`config.mk`:
```
export PLATFORM = sky130hd
export DESIGN_NAME = command_token_classifier_unit_flat
export DESIGN_NICKNAME = d
export VERILOG_FILES = /design/src/design/cmdtok_pkg.sv /design/src/design/cmdtok_intf.sv /design/src/design/cmdtok_front.sv /design/src/design/cmdtok_fifo.sv /design/src/design/cmdtok_back.sv /design/src/design/command_token_classifier_unit.sv /design/src/flat_wrapper.sv
export VERILOG_INCLUDE_DIRS = /design/src /design/src/design
export SDC_FILE = /design/constraint.sdc
export NUM_CORES = 1
export LEC_CHECK = 0
export BUFFER_PORTS_ARGS = -buffer_cell sky130_fd_sc_hd__buf_2
export CAP_MARGIN = 20
export CORE_ASPECT_RATIO = 1.4
export CORE_MARGIN = 2
export CORE_UTILIZATION = 55
export DETAILED_ROUTE_END_ITERATION = 6
export HOLD_SLACK_MARGIN = 0.02
export PLACE_DENSITY_LB_ADDON = 0.2
export SLEW_MARGIN = 30
export SYNTH_ARGS = -nofsm -noshare
export SYNTH_HDL_FRONTEND = slang
export SYNTH_HIERARCHICAL = 1
export SYNTH_SLANG_ARGS = --single-unit
```
`constraint.sdc`:
```
create_clock -name clk_i -period 3.5 [get_ports clk_i]
set_input_delay 0.7 -clock clk_i [delete_from_list [all_inputs] [get_ports clk_i]]
set_output_delay 0.7 -clock clk_i [all_outputs]
set_load 0.01 [all_outputs]
```
`src/design/assert_macros.svh`:
```
// Concurrent assertion helpers, compiled out with NO_ASSERTIONS.
`ifndef ASSERT_MACROS_SVH
`define ASSERT_MACROS_SVH

`ifndef NO_ASSERTIONS

`define ASSERT_PROP(name, clk, rst_n, prop, msg) \
  name: assert property (@(posedge clk) disable iff (!rst_n) (prop)) else $error(msg);

`define ASSERT_NEVER(name, clk, rst_n, expr, msg) \
  name: assert property (@(posedge clk) disable iff (!rst_n) !(expr)) else $error(msg);

`else

`define ASSERT_PROP(name, clk, rst_n, prop, msg)

`define ASSERT_NEVER(name, clk, rst_n, expr, msg)

`endif

`endif

```
`src/design/cmdtok_pkg.sv`:
```
`default_nettype none

package cmdtok_pkg;

  localparam int unsigned DefMaxTokens    = 3;
  localparam int unsigned DefMaxHexDigits = 4;
  localparam int unsigned QueueDepth      = 2;

  localparam int unsigned KwCount  = 3;
  localparam int unsigned AccWidth = 21;
  localparam int unsigned PosWidth = 4;

  localparam logic [PosWidth-1:0] PosMax = 4'd15;

  localparam logic [7:0] ChNul   = 8'h00;
  localparam logic [7:0] ChSpace = 8'h20;
  localparam logic [7:0] ChZero  = 8'h30;
  localparam logic [7:0] ChX     = 8'h78;
  localparam logic [7:0] ChAt    = 8'h40;
  localparam logic [7:0] ChLowA1 = 8'h60;
  localparam logic [7:0] OffLow  = 8'd87;
  localparam logic [7:0] OffUp   = 8'd55;

  typedef enum logic [1:0] {
    KIND_KEYWORD = 2'd0,
    KIND_NUMBER  = 2'd1,
    KIND_STRING  = 2'd2
  } cmdtok_kind_e;

  typedef enum logic [1:0] {
    KW_LOAD  = 2'd0,
    KW_STORE = 2'd1,
    KW_RESET = 2'd2
  } cmdtok_kw_e;

  localparam logic [39:0] KwText [KwCount] = '{
    {"load", 8'h00},
    "store",
    "reset"
  };

  localparam logic [PosWidth-1:0] KwLen [KwCount] = '{4'd4, 4'd5, 4'd5};

  typedef struct packed {
    logic                token_valid;
    logic [1:0]          token_index;
    logic [1:0]          token_kind;
    logic [1:0]          keyword_code;
    logic [AccWidth-1:0] number_value;
    logic                end_of_message;
    logic [1:0]          tokens_found;
  } cmdtok_result_t;

  typedef struct packed {
    logic full;
    logic empty;
  } cmdtok_qstat_t;

  function automatic logic [7:0] kw_char(input int unsigned k, input logic [PosWidth-1:0] p);
    logic [39:0] t;
    t = KwText[k];
    if (p < KwLen[k]) begin
      kw_char = t[8*(4-int'(p)) +: 8];
    end else begin
      kw_char = ChNul;
    end
  endfunction

endpackage

`default_nettype wire

```
`src/design/cmdtok_intf.sv`:
```
`default_nettype none

interface cmdtok_in_if;
  logic       valid;
  logic       ready;
  logic [7:0] message_byte;

  modport source (output valid, output message_byte, input ready);
  modport sink   (input valid, input message_byte, output ready);
endinterface

interface cmdtok_out_if;
  logic        valid;
  logic        ready;
  logic        token_valid;
  logic [1:0]  token_index;
  logic [1:0]  token_kind;
  logic [1:0]  keyword_code;
  logic [20:0] number_value;
  logic        end_of_message;
  logic [1:0]  tokens_found;

  modport source (output valid, output token_valid, output token_index, output token_kind,
                  output keyword_code, output number_value, output end_of_message,
                  output tokens_found, input ready);
  modport sink   (input valid, input token_valid, input token_index, input token_kind,
                  input keyword_code, input number_value, input end_of_message,
                  input tokens_found, output ready);
endinterface

`default_nettype wire

```
`src/design/cmdtok_front.sv`:
```
`default_nettype none

module cmdtok_front #(
  parameter int unsigned MAX_TOKENS     = cmdtok_pkg::DefMaxTokens,
  parameter int unsigned MAX_HEX_DIGITS = cmdtok_pkg::DefMaxHexDigits
) (
  input  wire logic                       clk_i,
  input  wire logic                       rst_ni,
  cmdtok_in_if.sink                       cmd_i,
  input  wire cmdtok_pkg::cmdtok_qstat_t  q_stat_i,
  output logic                            q_push_o,
  output cmdtok_pkg::cmdtok_result_t      q_data_o
);
  import cmdtok_pkg::*;

  localparam logic [1:0]          MaxTok = 2'(MAX_TOKENS);
  localparam logic [PosWidth-1:0] HexEnd = PosWidth'(2 + MAX_HEX_DIGITS);

  logic                inside_q, inside_d;
  logic [1:0]          count_q, count_d;
  logic [PosWidth-1:0] pos_q, pos_d;
  logic [KwCount-1:0]  flags_q, flags_d;
  logic [AccWidth-1:0] acc_q, acc_d;
  logic                hexok_q, hexok_d;

  logic                accept, is_nul, is_space, start, take;
  logic [PosWidth-1:0] p_eff;
  logic [KwCount-1:0]  flags_eff, flags_new;
  logic [AccWidth-1:0] acc_eff, acc_new;
  logic                hexok_eff, hexok_new;
  logic [7:0]          b, digit;
  logic                kw_hit;
  logic [1:0]          kw_code;
  cmdtok_result_t      res;

  assign cmd_i.ready = !q_stat_i.full;
  assign accept      = cmd_i.valid && !q_stat_i.full;
  assign b           = cmd_i.message_byte;
  assign is_nul      = (b == ChNul);
  assign is_space    = (b == ChSpace);
  assign start       = !is_nul && !is_space && !inside_q && (count_q < MaxTok);
  assign take        = !is_nul && !is_space && (inside_q || start);

  // Character step, starting from fresh token state when a token opens.
  always_comb begin
    p_eff     = start ? '0 : pos_q;
    flags_eff = start ? '1 : flags_q;
    acc_eff   = start ? '0 : acc_q;
    hexok_eff = start ? 1'b1 : hexok_q;

    for (int unsigned k = 0; k < KwCount; k++) begin
      flags_new[k] = flags_eff[k] && (p_eff < KwLen[k]) && (kw_char(k, p_eff) == b);
    end

    if (b > ChLowA1) begin
      digit = b - OffLow;
    end else if (b > ChAt) begin
      digit = b - OffUp;
    end else begin
      digit = b - ChZero;
    end

    hexok_new = hexok_eff;
    acc_new   = acc_eff;
    if (p_eff == 4'd0) begin
      if (b != ChZero) hexok_new = 1'b0;
    end else if (p_eff == 4'd1) begin
      if (b != ChX) hexok_new = 1'b0;
    end else if (p_eff >= HexEnd) begin
      hexok_new = 1'b0;
    end else begin
      acc_new = {acc_eff[AccWidth-5:0], 4'b0000} + AccWidth'(digit);
    end
  end

  // Classification of the open token.
  always_comb begin
    kw_hit  = 1'b0;
    kw_code = KW_LOAD;
    for (int k = KwCount - 1; k >= 0; k--) begin
      if (flags_q[k] && (pos_q == KwLen[k])) begin
        kw_hit  = 1'b1;
        kw_code = 2'(k);
      end
    end

    res                = '0;
    res.end_of_message = is_nul;
    res.tokens_found   = count_q;
    if (inside_q) begin
      res.token_valid = 1'b1;
      res.token_index = count_q - 2'd1;
      if (kw_hit) begin
        res.token_kind   = KIND_KEYWORD;
        res.keyword_code = kw_code;
      end else if (hexok_q && (pos_q >= 4'd3)) begin
        res.token_kind   = KIND_NUMBER;
        res.number_value = acc_q;
      end else begin
        res.token_kind = KIND_STRING;
      end
    end
  end

  assign q_push_o = accept && (is_nul || (is_space && inside_q));
  assign q_data_o = res;

  always_comb begin
    inside_d = inside_q;
    count_d  = count_q;
    pos_d    = pos_q;
    flags_d  = flags_q;
    acc_d    = acc_q;
    hexok_d  = hexok_q;
    if (accept) begin
      if (is_nul || (is_space && inside_q)) begin
        inside_d = 1'b0;
        pos_d    = '0;
        flags_d  = '1;
        acc_d    = '0;
        hexok_d  = 1'b1;
        if (is_nul) count_d = '0;
      end else if (take) begin
        inside_d = 1'b1;
        count_d  = start ? count_q + 2'd1 : count_q;
        pos_d    = (p_eff < PosMax) ? p_eff + 4'd1 : p_eff;
        flags_d  = flags_new;
        acc_d    = acc_new;
        hexok_d  = hexok_new;
      end
    end
  end

  always_ff @(posedge clk_i or negedge rst_ni) begin
    if (!rst_ni) begin
      inside_q <= 1'b0;
      count_q  <= '0;
      pos_q    <= '0;
      flags_q  <= '1;
      acc_q    <= '0;
      hexok_q  <= 1'b1;
    end else begin
      inside_q <= inside_d;
      count_q  <= count_d;
      pos_q    <= pos_d;
      flags_q  <= flags_d;
      acc_q    <= acc_d;
      hexok_q  <= hexok_d;
    end
  end

endmodule

`default_nettype wire

```
`src/design/cmdtok_fifo.sv`:
```
`default_nettype none

module cmdtok_fifo (
  input  wire logic                        clk_i,
  input  wire logic                        rst_ni,
  input  wire logic                        push_i,
  input  wire cmdtok_pkg::cmdtok_result_t  push_data_i,
  input  wire logic                        pop_i,
  output cmdtok_pkg::cmdtok_result_t       pop_data_o,
  output cmdtok_pkg::cmdtok_qstat_t        stat_o
);
  import cmdtok_pkg::*;

  localparam int unsigned PtrW = (QueueDepth > 1) ? $clog2(QueueDepth) : 1;
  localparam int unsigned CntW = $clog2(QueueDepth + 1);
  localparam logic [PtrW-1:0] LastPtr = PtrW'(QueueDepth - 1);
  localparam logic [CntW-1:0] FullCnt = CntW'(QueueDepth);

  cmdtok_result_t  slots_q [QueueDepth];
  logic [PtrW-1:0] wr_q, wr_d, rd_q, rd_d;
  logic [CntW-1:0] cnt_q, cnt_d;
  logic            do_push, do_pop;

  assign stat_o.full  = (cnt_q == FullCnt);
  assign stat_o.empty = (cnt_q == '0);
  assign do_push      = push_i && !stat_o.full;
  assign do_pop       = pop_i && !stat_o.empty;
  assign pop_data_o   = slots_q[rd_q];

  always_comb begin
    wr_d  = do_push ? ((wr_q == LastPtr) ? '0 : wr_q + PtrW'(1)) : wr_q;
    rd_d  = do_pop  ? ((rd_q == LastPtr) ? '0 : rd_q + PtrW'(1)) : rd_q;
    cnt_d = cnt_q + CntW'(do_push) - CntW'(do_pop);
  end

  always_ff @(posedge clk_i) begin
    if (do_push) slots_q[wr_q] <= push_data_i;
  end

  always_ff @(posedge clk_i or negedge rst_ni) begin
    if (!rst_ni) begin
      wr_q  <= '0;
      rd_q  <= '0;
      cnt_q <= '0;
    end else begin
      wr_q  <= wr_d;
      rd_q  <= rd_d;
      cnt_q <= cnt_d;
    end
  end

endmodule

`default_nettype wire

```
`src/design/cmdtok_back.sv`:
```
`default_nettype none

module cmdtok_back (
  input  wire logic                        clk_i,
  input  wire logic                        rst_ni,
  input  wire cmdtok_pkg::cmdtok_qstat_t   q_stat_i,
  input  wire cmdtok_pkg::cmdtok_result_t  q_data_i,
  output logic                             q_pop_o,
  cmdtok_out_if.source                     tok_o
);
  import cmdtok_pkg::*;

  logic           valid_q, valid_d;
  cmdtok_result_t beat_q;
  logic           load;

  assign load    = !q_stat_i.empty && (!valid_q || tok_o.ready);
  assign q_pop_o = load;
  assign valid_d = load ? 1'b1 : (valid_q && !tok_o.ready);

  always_ff @(posedge clk_i or negedge rst_ni) begin
    if (!rst_ni) begin
      valid_q <= 1'b0;
    end else begin
      valid_q <= valid_d;
    end
  end

  always_ff @(posedge clk_i) begin
    if (load) beat_q <= q_data_i;
  end

  assign tok_o.valid          = valid_q;
  assign tok_o.token_valid    = beat_q.token_valid;
  assign tok_o.token_index    = beat_q.token_index;
  assign tok_o.token_kind     = beat_q.token_kind;
  assign tok_o.keyword_code   = beat_q.keyword_code;
  assign tok_o.number_value   = beat_q.number_value;
  assign tok_o.end_of_message = beat_q.end_of_message;
  assign tok_o.tokens_found   = beat_q.tokens_found;

endmodule

`default_nettype wire

```
`src/design/command_token_classifier_unit.sv`:
```
`default_nettype none

`include "assert_macros.svh"

// Command token classifier. Takes a message one byte per beat on cmd_i; a space
// closes a token and a zero byte ends the message. Each of the first MAX_TOKENS
// tokens is reported on tok_o when it closes, as a keyword (load, store, reset),
// a hex number ("0x" plus 1 to MAX_HEX_DIGITS digits, digits not checked) or a
// string; the zero byte always gives one end beat. A byte is accepted every
// cycle as long as the two-entry result queue has room; results reach tok_o
// from the byte that closes the token through the queue and then the output
// register. Only a stalled tok_o slows the input, once the queue fills.
module command_token_classifier_unit #(
  parameter int unsigned MAX_TOKENS     = cmdtok_pkg::DefMaxTokens,
  parameter int unsigned MAX_HEX_DIGITS = cmdtok_pkg::DefMaxHexDigits
) (
  input  wire logic     clk_i,
  input  wire logic     rst_ni,
  cmdtok_in_if.sink     cmd_i,
  cmdtok_out_if.source  tok_o
);
  import cmdtok_pkg::*;

  localparam logic [1:0] MaxTok = 2'(MAX_TOKENS);

  cmdtok_qstat_t  q_stat;
  cmdtok_result_t push_data, pop_data;
  logic           q_push, q_pop;

  cmdtok_front #(
    .MAX_TOKENS     (MAX_TOKENS),
    .MAX_HEX_DIGITS (MAX_HEX_DIGITS)
  ) u_front (
    .clk_i    (clk_i),
    .rst_ni   (rst_ni),
    .cmd_i    (cmd_i),
    .q_stat_i (q_stat),
    .q_push_o (q_push),
    .q_data_o (push_data)
  );

  cmdtok_fifo u_fifo (
    .clk_i       (clk_i),
    .rst_ni      (rst_ni),
    .push_i      (q_push),
    .push_data_i (push_data),
    .pop_i       (q_pop),
    .pop_data_o  (pop_data),
    .stat_o      (q_stat)
  );

  cmdtok_back u_back (
    .clk_i    (clk_i),
    .rst_ni   (rst_ni),
    .q_stat_i (q_stat),
    .q_data_i (pop_data),
    .q_pop_o  (q_pop),
    .tok_o    (tok_o)
  );

  `ASSERT_NEVER(a_no_overflow, clk_i, rst_ni, q_push && q_stat.full, "push into full queue")
  `ASSERT_PROP(a_bare_is_end, clk_i, rst_ni, (tok_o.valid && !tok_o.token_valid) |-> tok_o.end_of_message, "beat without token is not end of message")
  `ASSERT_PROP(a_index_range, clk_i, rst_ni, (tok_o.valid && tok_o.token_valid) |-> (tok_o.token_index < MaxTok), "token index out of range")
  `ASSERT_PROP(a_found_match, clk_i, rst_ni, (tok_o.valid && tok_o.token_valid) |-> (tok_o.tokens_found == tok_o.token_index + 2'd1), "token count does not match index")

endmodule

`default_nettype wire
```
`src/flat_wrapper.sv`:
```
// flat-port wrapper written by rule: the top's interface ports become plain ports
module command_token_classifier_unit_flat import cmdtok_pkg::*;
#(
  parameter int unsigned MAX_TOKENS     = cmdtok_pkg::DefMaxTokens,
  parameter int unsigned MAX_HEX_DIGITS = cmdtok_pkg::DefMaxHexDigits
)
  (clk_i, rst_ni, cmd_i_valid, cmd_i_message_byte, cmd_i_ready, tok_o_valid, tok_o_token_valid, tok_o_token_index, tok_o_token_kind, tok_o_keyword_code, tok_o_number_value, tok_o_end_of_message, tok_o_tokens_found, tok_o_ready);
  cmdtok_in_if cmd_i_i ();
  cmdtok_out_if tok_o_i ();
  input  wire logic clk_i;
  input  wire logic rst_ni;
  input wire logic [$bits(cmd_i_i.valid)-1:0] cmd_i_valid;
  input wire logic [$bits(cmd_i_i.message_byte)-1:0] cmd_i_message_byte;
  output wire logic [$bits(cmd_i_i.ready)-1:0] cmd_i_ready;
  output wire logic [$bits(tok_o_i.valid)-1:0] tok_o_valid;
  output wire logic [$bits(tok_o_i.token_valid)-1:0] tok_o_token_valid;
  output wire logic [$bits(tok_o_i.token_index)-1:0] tok_o_token_index;
  output wire logic [$bits(tok_o_i.token_kind)-1:0] tok_o_token_kind;
  output wire logic [$bits(tok_o_i.keyword_code)-1:0] tok_o_keyword_code;
  output wire logic [$bits(tok_o_i.number_value)-1:0] tok_o_number_value;
  output wire logic [$bits(tok_o_i.end_of_message)-1:0] tok_o_end_of_message;
  output wire logic [$bits(tok_o_i.tokens_found)-1:0] tok_o_tokens_found;
  input wire logic [$bits(tok_o_i.ready)-1:0] tok_o_ready;
  assign cmd_i_i.valid = cmd_i_valid;
  assign cmd_i_i.message_byte = cmd_i_message_byte;
  assign cmd_i_ready = cmd_i_i.ready;
  assign tok_o_valid = tok_o_i.valid;
  assign tok_o_token_valid = tok_o_i.token_valid;
  assign tok_o_token_index = tok_o_i.token_index;
  assign tok_o_token_kind = tok_o_i.token_kind;
  assign tok_o_keyword_code = tok_o_i.keyword_code;
  assign tok_o_number_value = tok_o_i.number_value;
  assign tok_o_end_of_message = tok_o_i.end_of_message;
  assign tok_o_tokens_found = tok_o_i.tokens_found;
  assign tok_o_i.ready = tok_o_ready;
  command_token_classifier_unit #(.MAX_TOKENS(MAX_TOKENS), .MAX_HEX_DIGITS(MAX_HEX_DIGITS)) u_core (.clk_i(clk_i), .rst_ni(rst_ni), .cmd_i(cmd_i_i), .tok_o(tok_o_i));
endmodule
```
==> flow_metrics.env, run 1 <==
export IMPL_post_dp_hpwl_um=10600
export IMPL_worstPathRequired_ns=3.83
export IMPL_nets=673
export IMPL_die_w_um=96.4
export IMPL_cts_tree="built"
export IMPL_num_vias=4566
export IMPL_dieArea_um2=12800
export IMPL_globalRouteTotalUtil_pct=24.6
export IMPL_slew_viol_final=0
export IMPL_die_y_um=133
export IMPL_wl_per_cell_um=18.5
export IMPL_ys_flop_type="edfxtp_1"
export IMPL_ant_nets=0
export IMPL_grt_max_degree=38
export IMPL_numCtsBuffers=17
export IMPL_p_per_area_nw_per_um2=843
export IMPL_max_freq_mhz=309
export IMPL_syn_to_final_growth_pct=22.6
export IMPL_coreArea_um2=11800
export IMPL_status="complete, no violations"
export IMPL_cts_sinks=130
export IMPL_avgSynthCellArea_um2=12.2
export IMPL_finalCriticalPeriod_ns=3.24
export IMPL_antenna_found_initial=0
export IMPL_postSynthCellCount=538
export IMPL_yosysTopAreaCell="edfxtp_1"
export IMPL_diodes=0
export IMPL_clock_path_buffers=2
export IMPL_clk_latency_ns=0.41
export IMPL_finalHoldViolations=0
export IMPL_drc=0
export IMPL_layout_drive_gt1_share_pct=32.1
export IMPL_ys_ff_latch=130
export IMPL_rsz0062_at_grt="true"
export IMPL_initial_utilization_pct=55.9
export IMPL_worstPathArrival_ns=3.57
export IMPL_rows=47
export IMPL_path_max_fanout=7
export IMPL_first_iter_violations=266
export IMPL_end_kind="flip-flop"
export IMPL_place_worst_setup_slack_ns=-0.245
export IMPL_tightest_slew_ns=0.647
export IMPL_ys_types=67
export IMPL_synthesis_nets=569
export IMPL_path_clk_slew_ns=0.06
export IMPL_fin_skew_ns=0.00996
export IMPL_ys_seq_area_share_pct=56.7
export IMPL_max_vdd_ir_drop_mv=0.508
export IMPL_synth_edff_count=93
export IMPL_relSlewSlack_pct=56.9
export IMPL_p_leak_nw=3.34
export IMPL_fin_crit_sh_pct=92.6
export IMPL_first_pass_iters=5
export IMPL_wl_um=14800
export IMPL_hold_class="in2async"
export IMPL_vias_per_cell=5.69
export IMPL_cts_max_level=4
export IMPL_final_fill_count=852
export IMPL_num_io_pins=45
export IMPL_synth_area_leaders="edfxtp_1 43%, dfrtp_1 13%, mux2_4 6.6%"
export IMPL_whs_ns=0.256
export IMPL_cts_root_buf="clkbuf_16"
export IMPL_yosysWarnings=6
export IMPL_setup_slack_ns=0.260
export IMPL_finalSetupTns_ns=0
export IMPL_critical_path_class="in2reg"
export IMPL_power_mw=6.79
export IMPL_grt_pass1_wl_um=23600
export IMPL_setup_violations=0
export IMPL_routabilityCongestion=0.945
export IMPL_first_global_vias=4625
export IMPL_cp_start_kind="input port"
export IMPL_synth_top_cell_area_share_pct=42.5
export IMPL_io_buffers=44
export IMPL_async_flop_share_pct=28.5
export IMPL_cts_hold_buf=0
export IMPL_syn_area_um2=6570
export IMPL_r2r_slack_ns=0.34
export IMPL_grt_ovfl_total=0
export IMPL_drv_cap=0
[final timing paths]
path	from	endpoint	depth (start not counted)
setup / recovery	cmd_i_message_byte[4]	u_core/u_front/flags_q[2]	14
hold / removal	rst_ni	u_core/u_fifo/cnt_q[0]	1
setup reg to reg	u_core/u_front/count_q[0]	u_core/u_front/acc_q[20]	14
hold reg to reg	u_core/u_fifo/cnt_q[1]	u_core/u_fifo/cnt_q[1]	1
max in group asynchronous	rst_ni	u_core/u_fifo/rd_q	1
min in group clk_i	tok_o_ready	u_core/u_back/tok_o.valid	2
[metal layers]
| metal | routed length, um | global-route usage (%) |
|---|---|---|
| met4 | 420 | 10.6 |
| met1 | 5890 | 28.6 |
| met3 | 383 | 5.09 |
| met5 | 0 | 0 |
| met2 | 8140 | 42.9 |
[synth_stat cells, types with 3 or more instances]
library cell,instances
o21ai_0,36
and3_1,9
and2_1,28
mux2_4,29
or2_2,3
a31oi_1,7
a21o_1,4
nor3b_1,3
mux2i_1,3
o211ai_1,4
nand3b_1,4
o31ai_1,3
dfrtp_1,33
edfxtp_1,93
nand4_1,8
buf_12,3
xor2_1,13
nor4_1,3
dfstp_2,4
ha_1,18
buf_2,4
clkbuf_1,19
or3_1,3
nand2_1,49
nor2_1,22
nand3_1,12
xnor2_1,17
inv_1,23
nor2b_1,7
a21oi_1,20
o21a_1,3
nand4b_1,4
[layout by cell type (no fill, tap or decap), types with 4 or more instances in the layout]
master,Yosys,final
nor2_1,22,21
a31oi_1,7,5
xnor2_1,17,17
nand4b_1,4,4
inv_1,23,19
dfstp_2,4,4
o21ai_1,2,6
buf_4,2,70
nand3_1,12,12
o211ai_1,4,4
a21oi_1,20,18
mux2_4,29,29
edfxtp_1,93,93
clkbuf_16,0,17
a21o_1,4,4
buf_2,4,43
nand4_1,8,8
and2_1,28,27
nand3b_1,4,4
o21ai_0,36,32
dfrtp_1,33,32
nand2_1,49,48
ha_1,18,15
nor2b_1,7,7
and3_1,9,9
xor2_1,13,13
[final cells by class]
cell class / count / area, um^2 / share of cell area [%]
clock inverters: 14 / 163 / 2.02
inverters: 23 / 93.8 / 1.16
flip-flops and latches: 130 / 3730 / 46.3
well taps: 147 / 184 / 2.28
repair buffers: 115 / 781 / 9.69
multi-input cells: 355 / 2680 / 33.3
clock buffers: 18 / 429 / 5.33
[flip-flops by register name, indices dropped and copies added, names as in the netlist, 2 cells and up]
| signal | flops |
|---|---|
| u_core/u_front/flags_q | 3 |
| u_core/u_back/tok_o.tokens_found | 2 |
| u_core/u_front/pos_q | 4 |
| u_core/u_back/tok_o.keyword_code | 2 |
| u_core/u_back/tok_o.token_kind | 2 |
| u_core/u_back/tok_o.token_index | 2 |
| u_core/u_fifo/slots_q | 62 |
| u_core/u_fifo/cnt_q | 2 |
| u_core/u_front/count_q | 2 |
| u_core/u_front/acc_q | 21 |
| u_core/u_back/tok_o.number_value | 21 |
[repair_timing]
item | CTS | global route
endpoints found under the setup margin | 0 | 8
gates resized for setup | 0 | 4
buffers inserted | 0 | 0
[worst max-delay path, stage by stage]
cell and delay (ns):
buf_2 0.10, inv_1 0.08, ha_1 0.24, or2_4 0.26
a311o_1 0.38, nand2_2 0.17, ha_4 0.18, inv_2 0.05
or4_4 0.54, a21oi_2 0.15, o211a_1 0.23, or3_1 0.11
a21oi_1 0.07, a221o_1 0.30
[metrics by stage]
stage               std cells  area [um^2]  utilization [%]
floorplan                 538         6710                -
global placement          770         7440             63.3
detailed placement        770         7440             63.3
CTS                       802         8030             68.3
global route              802         8060             68.5
finish                    802         8060             68.5
[cell families after synthesis]
kind of cell             synth area share [%]
AND/OR/NAND/NOR                          13.6
flip-flops                               56.7
AO/OA/AOI/OAI                            10.4
buffers and inverters                    4.10
multiplexers                             7.43
XOR/XNOR                                 4.00
adder cells (fa/ha/maj)                  3.73
[power by group]
| group | leakage, nW | total [mW] | internal [mW] | switching [mW] |
|---|---|---|---|---|
| clock | 0.286 | 1.75 | 1.12 | 0.633 |
| combinational | 1.68 | 2.67 | 1.26 | 1.41 |
| sequential | 1.38 | 2.37 | 2.03 | 0.340 |
Power figures use the tool's default switching activity.
==> run 2: changes to the inputs <==
==> constraint.sdc (replaced) <==
create_clock -name clk_i -period 3.5 [get_ports clk_i]
set_input_delay 0.35 -clock clk_i [delete_from_list [all_inputs] [get_ports clk_i]]
set_output_delay 0.35 -clock clk_i [all_outputs]
set_load 0.01 [all_outputs]
==> run 2 against run 1 <==
Against the previous run: combinational power fell by 9.0%; clock skew about the same; sequential share of layout area grew 2.0 points; critical path depth down 3; cell count down 3.7%.
==> flow_metrics.env, run 2 (synthesis gave the netlist of run 1 again) <==
export IMPL_grt_ovfl_total=0
export IMPL_rows=47
export IMPL_power_mw=6.50
export IMPL_io_buffers=44
export IMPL_gr_usage_met3_pct=5.77
export IMPL_relSlewSlack_pct=56.8
export IMPL_drv_cap=0
export IMPL_first_global_vias=4520
export IMPL_wl_um=14200
export IMPL_numCtsBuffers=17
export IMPL_final_fill_count=876
export IMPL_coreArea_um2=11800
export IMPL_globalRouteTotalUtil_pct=23.8
export IMPL_post_cts_buffers=0
export IMPL_post_dp_hpwl_um=9990
export IMPL_met1_usage_pct=27.7
export IMPL_rsz0062_at_grt="false"
export IMPL_cts_resized=0
export IMPL_place_worst_setup_slack_ns=0.00756
export IMPL_vias_per_cell=5.78
export IMPL_finalHoldViolations=0
export IMPL_max_freq_mhz=308
export IMPL_routabilityCongestion=0.912
export IMPL_num_vias=4461
export IMPL_whs_path_depth=2
export IMPL_cts_max_level=4
export IMPL_rr_worst_depth=11
export IMPL_cts_root_buf="clkbuf_16"
export IMPL_die_y_um=133
export IMPL_path_clk_slew_ns=0.06
export IMPL_finalSetupTns_ns=0
export IMPL_first_pass_iters=5
export IMPL_ant_nets=0
export IMPL_max_vdd_ir_drop_mv=0.425
export IMPL_clk_latency_ns=0.41
export IMPL_p_leak_nw=3.19
export IMPL_p_per_area_nw_per_um2=842
export IMPL_wl_per_cell_um=18.4
export IMPL_largest_reg_flops=62
export IMPL_top_usage_layer="met2"
export IMPL_critical_path_class="reg2reg"
export IMPL_status="complete, no violations"
export IMPL_fin_area_um2=7720
export IMPL_antenna_found_initial=0
export IMPL_cts_tree="built"
export IMPL_final_util_pct=65.6
export IMPL_path_max_fanout=7
export IMPL_use_met2_pct=41.4
export IMPL_setup_violations=0
export IMPL_nets=643
export IMPL_end_kind="flip-flop"
export IMPL_regMostFlops="u_core/u_fifo/slots_q"
export IMPL_layout_drive_gt1_share_pct=26.7
export IMPL_cp_start_kind="flip-flop"
export IMPL_tightest_slew_ns=0.632
export IMPL_grt_max_degree=38
export IMPL_mostFrequentLayoutCell="edfxtp_1"
export IMPL_cts_sinks=130
export IMPL_hold_class="in2reg"
export IMPL_slew_viol_final=0
export IMPL_die_w_um=96.4
export IMPL_num_io_pins=45
export IMPL_grt_pass1_wl_um=23100
export IMPL_initial_utilization_pct=55.9
export IMPL_clock_path_buffers=2
export IMPL_drc=0
export IMPL_fin_crit_sh_pct=92.9
export IMPL_place_area_um2=7130
export IMPL_layout_common_cells="93 x edfxtp_1, 49 x nand2_1, 43 x buf_2"
export IMPL_cts_hold_buf=0
export IMPL_first_iter_violations=250
export IMPL_dieArea_um2=12800
export IMPL_worstPathRequired_ns=3.86
export IMPL_syn_to_final_growth_pct=17.5
export IMPL_diodes=0
export IMPL_setup_slack_ns=0.248
export IMPL_finalCriticalPeriod_ns=3.25
export IMPL_worstPathArrival_ns=3.61
export IMPL_fin_skew_ns=0.0104
-- run 2: cell types whose count changed in the layout (fill, tap and decap cells not counted), sizes merged --
| cell | previous run | this run |
|---|---|---|
| buf | 115 | 84 |
| inv | 25 | 29 |
| bufinv | 3 | 2 |
| clkinv | 7 | 5 |
| dlygate4sd3 | 0 | 1 |
| clkinvlp | 2 | 1 |
-- run 2: path summary, 6_finish.rpt --
kind,startpoint,endpoint,slack [ns]
worst max-delay path,u_core/u_front/count_q[0],u_core/u_front/flags_q[2],0.25
worst min-delay path,tok_o_ready,u_core/u_back/tok_o.valid,0.11
worst max register to register,u_core/u_front/count_q[0],u_core/u_front/flags_q[2],0.25
worst min register to register,u_core/u_front/acc_q[20],u_core/u_front/acc_q[20],0.49
max in group asynchronous,rst_ni,u_core/u_fifo/rd_q,2.67
min in group asynchronous,rst_ni,u_core/u_fifo/cnt_q[0],0.44
-- run 2: worst max-delay path, stage by stage, from the launching register on --
cell and delay, ns:
dfrtp_1 0.43, ha_1 0.31, a311o_1 0.45, nand2_1 0.13
ha_2 0.21, inv_1 0.10, or4_1 0.59, a21boi_1 0.17
o21ai_1 0.12, xnor2_1 0.15, nor4_1 0.35, a221o_1 0.19
-- run 2: metal layers --
metal / part of all wire (%) / vias up
li1: - / 2115
met1: 40 / 2202
met2: 53 / 123
met3: 4.1 / 21
met4: 2.7 / 0
met5: 0 / -
-- run 2: stage by stage --
stage               std cells  hold WS [ns]
floorplan                 538        0.0544
global placement          739         0.462
detailed placement        739         0.471
CTS                       771        0.0696
global route              772        0.0996
finish                    772         0.114
-- run 2: layout make-up --
cell class	count	area [um^2]	area share, %
Inverter	23	86.3	1.12
Tap cell	147	184	2.38
Sequential cell	130	3730	48.3
Timing Repair Buffer	85	546	7.07
Clock buffer	18	429	5.56
Clock inverter	14	149	1.93
Multi-Input combinational cell	355	2600	33.7
-- run 2: where the power goes --
group          leakage [nW]  internal (mW)  total (mW)  switching [mW]
Combinational          1.52           1.07        2.43            1.36
Clock                 0.286           1.06        1.71           0.656
Sequential             1.38           2.03        2.36           0.330
